`src/hw/rtl/gsbt_div.sv`:
```
`timescale 1ns / 1ps

// Restoring divider, one quotient bit per cycle.
module gsbt_div #(
    parameter int NUM_W = 41,
    parameter int DEN_W = 25
) (
    input  logic             aclk,
    input  logic             aresetn,
    input  logic             start,
    input  logic [NUM_W-1:0] num,
    input  logic [DEN_W-1:0] den,
    output logic             done,
    output logic [NUM_W-1:0] quo
);

    localparam int CW = $clog2(NUM_W + 1);

    logic             busy_reg;
    logic             done_reg;
    logic [CW-1:0]    cnt_reg;
    logic [DEN_W-1:0] rem_reg;
    logic [NUM_W-1:0] quo_reg;
    logic [DEN_W-1:0] den_reg;

    logic [DEN_W:0]   trial;
    logic             ge;
    logic [DEN_W:0]   diff;

    assign trial = {rem_reg, quo_reg[NUM_W-1]};
    assign ge    = trial >= {1'b0, den_reg};
    assign diff  = trial - {1'b0, den_reg};

    always_ff @(posedge aclk) begin
        if (!aresetn) begin
            busy_reg <= 1'b0;
            done_reg <= 1'b0;
            cnt_reg  <= '0;
        end else begin
            done_reg <= 1'b0;
            if (start) begin
                busy_reg <= 1'b1;
                cnt_reg  <= CW'(NUM_W);
            end else if (busy_reg) begin
                cnt_reg <= cnt_reg - CW'(1);
                if (cnt_reg == CW'(1)) begin
                    busy_reg <= 1'b0;
                    done_reg <= 1'b1;
                end
            end
        end
    end

    always_ff @(posedge aclk) begin
        if (start) begin
            rem_reg <= '0;
            quo_reg <= num;
            den_reg <= den;
        end else if (busy_reg) begin
            rem_reg <= ge ? diff[DEN_W-1:0] : trial[DEN_W-1:0];
            quo_reg <= {quo_reg[NUM_W-2:0], ge};
        end
    end

    assign done = done_reg;
    assign quo  = quo_reg;

endmodule

```
`config.mk`:
```
export PLATFORM = sky130hd
export DESIGN_NAME = gsbt_div
export DESIGN_NICKNAME = d
export VERILOG_FILES = /design/src/hw/rtl/gsbt_div.sv
export SDC_FILE = /design/constraint.sdc
export NUM_CORES = 1
export LEC_CHECK = 0
export ABC_AREA = 1
export BUFFER_PORTS_ARGS = -buffer_cell sky130_fd_sc_hd__buf_2
export CORE_ASPECT_RATIO = 1.25
export CORE_UTILIZATION = 36
export CTS_BUF_LIST = sky130_fd_sc_hd__clkbuf_16
export CTS_CLUSTER_DIAMETER = 200
export DETAILED_ROUTE_END_ITERATION = 8
export GPL_TIMING_DRIVEN = 0
export MAX_ROUTING_LAYER = met4
export PLACE_DENSITY = 0.65
export SETUP_SLACK_MARGIN = 0.5
export SYNTH_ARGS = -nofsm -noshare
export SYNTH_HDL_FRONTEND = slang
export SYNTH_SLANG_ARGS = --single-unit
```
`constraint.sdc`:
```
create_clock -name aclk -period 5.2 [get_ports aclk]
set_input_delay 1.3 -clock aclk [delete_from_list [all_inputs] [get_ports aclk]]
set_output_delay 1.3 -clock aclk [all_outputs]
set_load 0.01 [all_outputs]
```
==> summary.md <==
| Metric | Value |
|---|---|
| Result of the run | `completed` |
| Nets@finish | `between 1000 and 1500` |
| Most common library cell in the layout ignoring fill and taps | `nand2_1` |
| Number of instances in the synthesized netlist | `837` |
| Residual antenna-violating net count after detailed routing | `0` |
| Die ar. | `around 17000 sq um` |
| Register-to-register setup slack | `approximately 2700 ps` |
| Die Span X | `between 100 and 150 microns` |
| Most used routing layer in global routing | `met2` |
| Number of global-route vias before repair | `5396` |
| CTS clk-pin slew, worst paths | `60 ps` |
| Max Fclk | `290 MHz` |
| Max rail drop VDD | `approximately 170 uV` |
| Period utilization | `about 66%` |
| Hold WS | `approximately 470 ps` |
| Sequential cell fraction of total power | `49.4%` |
| Root buffer selected by CTS | `clkbuf_16` |
| Diode insertion count for antenna repair | `0` |
| Drt first pass iters | `4` |
| Placement Cell Area | `6910 sq um` |
| Worst hold path type | `reg2reg` |
| Filler Cells Inserted | `~1700` |
| Number of buffers added to fix hold violations after cts | `0` |
| Maximum number of pins on one net before global-route repair | `37` |
| Final cell count without fillers | `roughly 1200` |
| Detailed-route wire length per cell | `about 13 microns` |
| Post-cts repair resize count | `0` |
| Row count | `between 50 and 60` |
| Number of warnings issued by yosys | `0` |
| Critical path class | `in2reg` |
| Final hold violation count | `0` |
| Iteration-0 DRC count of the detailed router | `201` |
| CP max stage cell | `clkbuf_1` |
| Met3 Use GR | `about 3.5%` |
| Wire length of the first global-routing pass | `26300 microns` |
| Minimum clock period after layout | `3450 ps` |
| Final setup slack of the worst path | `1750 ps` |
| Initial antenna violation count | `0` |
| Share of the core filled with cells in the final layout | `about 44%` |
| Required time reported for the critical path endpoint | `around 5300 ps` |
| Worst clock skew | `around 11 ps` |
| Fraction of power spent switching nets | `26.8%` |
| Sort of element at the start of the critical path | `primary input` |
| Pre-CTS setup slack | `between 1000 and 1500 ps` |
| Number of primary I/O pins | `roughly 110` |
| Max stage delay on crit path | `~530 ps` |
| Number of flip-flops under the largest register name | `41` |
| Number of max-slew violations in the final report | `0` |
| Number of setup violations in the final report | `0` |
| Residual overflow from global routing | `0` |
| Placeable core region | `~16000 sq um` |
| Maximum clock insertion buffer count | `2` |
| Internal power summed over all cells | `about 1.4 mW` |
| Cell Count Post-Placement | `1164` |
| Via-to-Cell Ratio | `roughly 4.7` |
| Category of the worst setup path capture point | `register` |
| DRC errors left | `0` |
| RSZ-0062 raised after global routing | `no` |
| Met2 Use GR | `34.8%` |
| Vertical die dimension | `about 150 microns` |
| Final setup TNS | `0 ps` |
| WL final | `approximately 16000 microns` |
| Post-CTS setup buffer count | `0` |
| RD Place Congestion | `0.889` |
| Mean instance size in the synthesized netlist | `~7.3 sq um` |
| Number of buffers inserted by port buffering | `110` |
| Cells along the critical path | `buf_2, clkbuf_1, nor2_1, inv_1, clkbuf_2, buf_12` |
| Clock share of power | `36.5%` |
| Power density over the cells | `262 nW/um^2` |
| Synthesis-to-layout area growth | `18.8%` |
| Power, Total | `between 1.5 and 2 mW` |
| CTS H-tree depth | `3` |
| Synth Net Count | `approximately 930` |
| Met1 global-route usage | `between 20 and 25%` |
| CTS tree | `built` |
| Max-cap violations | `0` |
| Most frequent cells in the layout | `nand2_1, inv_1, buf_2, edfxtp_1, nand3_1` |
| Via Count | `5503` |
| Number of CTS-inserted buffers | `9` |
| Skew-Pair Late Insertion Delay | `about 360 ps` |
| Remaining max-slew budget at the tightest pin | `between 50 and 60%` |
| Part of the total power dissipated in combinational logic | `between 10% and 20%` |
| Share of cells above drive strength 1 | `about 16%` |
| Summed area of non-filler cells in the final layout | `just over 7000 sq um` |
| Count of distinct cell types in the synthesized netlist | `36` |
| Worst-margin pin slew | `672 ps` |
| Arrival time reported for the critical path endpoint | `3500 ps` |
| Maximum fanout along the worst path | `36` |
| Starting density of the core | `a little under two fifths` |
| Leakage power | `3.80 nW` |
| Clk sinks | `approximately 100` |
| Switching power | `0.507 mW` |
| Part of the Yosys area used for sequential elements | `a little over two fifths` |
| HPWL Detailed | `roughly 12000 microns` |
| Flip-flop and latch count after synthesis | `99` |
| Total routing resource utilization after global routing | `about a fifth` |
| Combined area of all synthesized cells | `6070 sq um` |
logic make-up (layout without fill, tap and decap cells):
| family | count (synthesis) | after routing | synth area share [%] |
|---|---|---|---|
| buffers and inverters | 173 | 300 | 11.1 |
| AO/OA/AOI/OAI | 31 | 31 | 2.99 |
| adder cells (fa/ha/maj) | 28 | 28 | 5.90 |
| flip-flops | 99 | 99 | 43.5 |
| AND/OR/NAND/NOR | 492 | 492 | 34.5 |
| XOR/XNOR | 14 | 14 | 2.02 |
routing by layer:
layer	up-vias	share of wire (%)
li1	2870	-
met4	0	3.1
met1	2476	43
met5	-	0
met3	26	4.2
met2	131	50
cells in the mapped netlist, drive strengths merged:
| cell type | instances | area [sq um] |
|---|---|---|
| nand2 | 346 | 1310 |
| inv | 151 | 567 |
| edfxtp | 66 | 1980 |
| nand3 | 57 | 310 |
| nor2 | 44 | 185 |
| dfxtp | 33 | 661 |
| nand4 | 31 | 194 |
| ha | 27 | 338 |
| a21oi | 13 | 76.3 |
| clkbuf | 13 | 48.8 |
| o21ai | 13 | 68.8 |
| xnor2 | 12 | 105 |
| buf | 8 | 52.6 |
| and2 | 4 | 25.0 |
| nor3 | 4 | 31.3 |
| a211oi | 2 | 15.0 |
| nand3b | 2 | 15.0 |
| or2 | 2 | 12.5 |
| xor2 | 2 | 17.5 |
| a21o | 1 | 7.51 |
| a31oi | 1 | 6.26 |
| clkinv | 1 | 3.75 |
| fa | 1 | 20.0 |
| nor3b | 1 | 7.51 |
| nor4 | 1 | 6.26 |
| o31ai | 1 | 7.51 |
power groups by stage:
stage          Clock [mW]  Sequential [mW]  Combinational, mW
4_1_cts             0.706            0.934              0.271
5_1_grt             0.737            0.940              0.302
6_report            0.689            0.934              0.267
2_1_floorplan           0            0.964              0.142
3_5_place_dp            0            0.949              0.270
3_3_place_gp            0            0.951              0.264
layout make-up:
cell class                      count  area, sq um  area share (%)
Clock buffer                        9          225            3.12
Buffer                             21          103            1.42
Multi-Input combinational cell    565         2760            38.2
Tap cell                          216          270            3.75
Clock inverter                      7         76.3            1.06
Sequential cell                    99         2640            36.6
Timing Repair Buffer              111          571            7.91
Inverter                          152          571            7.91
final timing paths:
| path | to | depth (start not counted) | startpoint |
|---|---|---|---|
| max reg2reg | rem_reg[23] | 12 | quo[40] |
| max | quo[23] | 6 | start |
| min | rem_reg[11] | 2 | rem_reg[11] |
| min reg2reg | rem_reg[11] | 2 | rem_reg[11] |
worst max-delay path, delay by kind of cell:
| kind | cells | cell delay, ps |
|---|---|---|
| buffers and inverters | 5 | 1900 |
| and+or+nand+nor | 1 | 250 |
No activity file was read; power rests on OpenSTA's default activity.
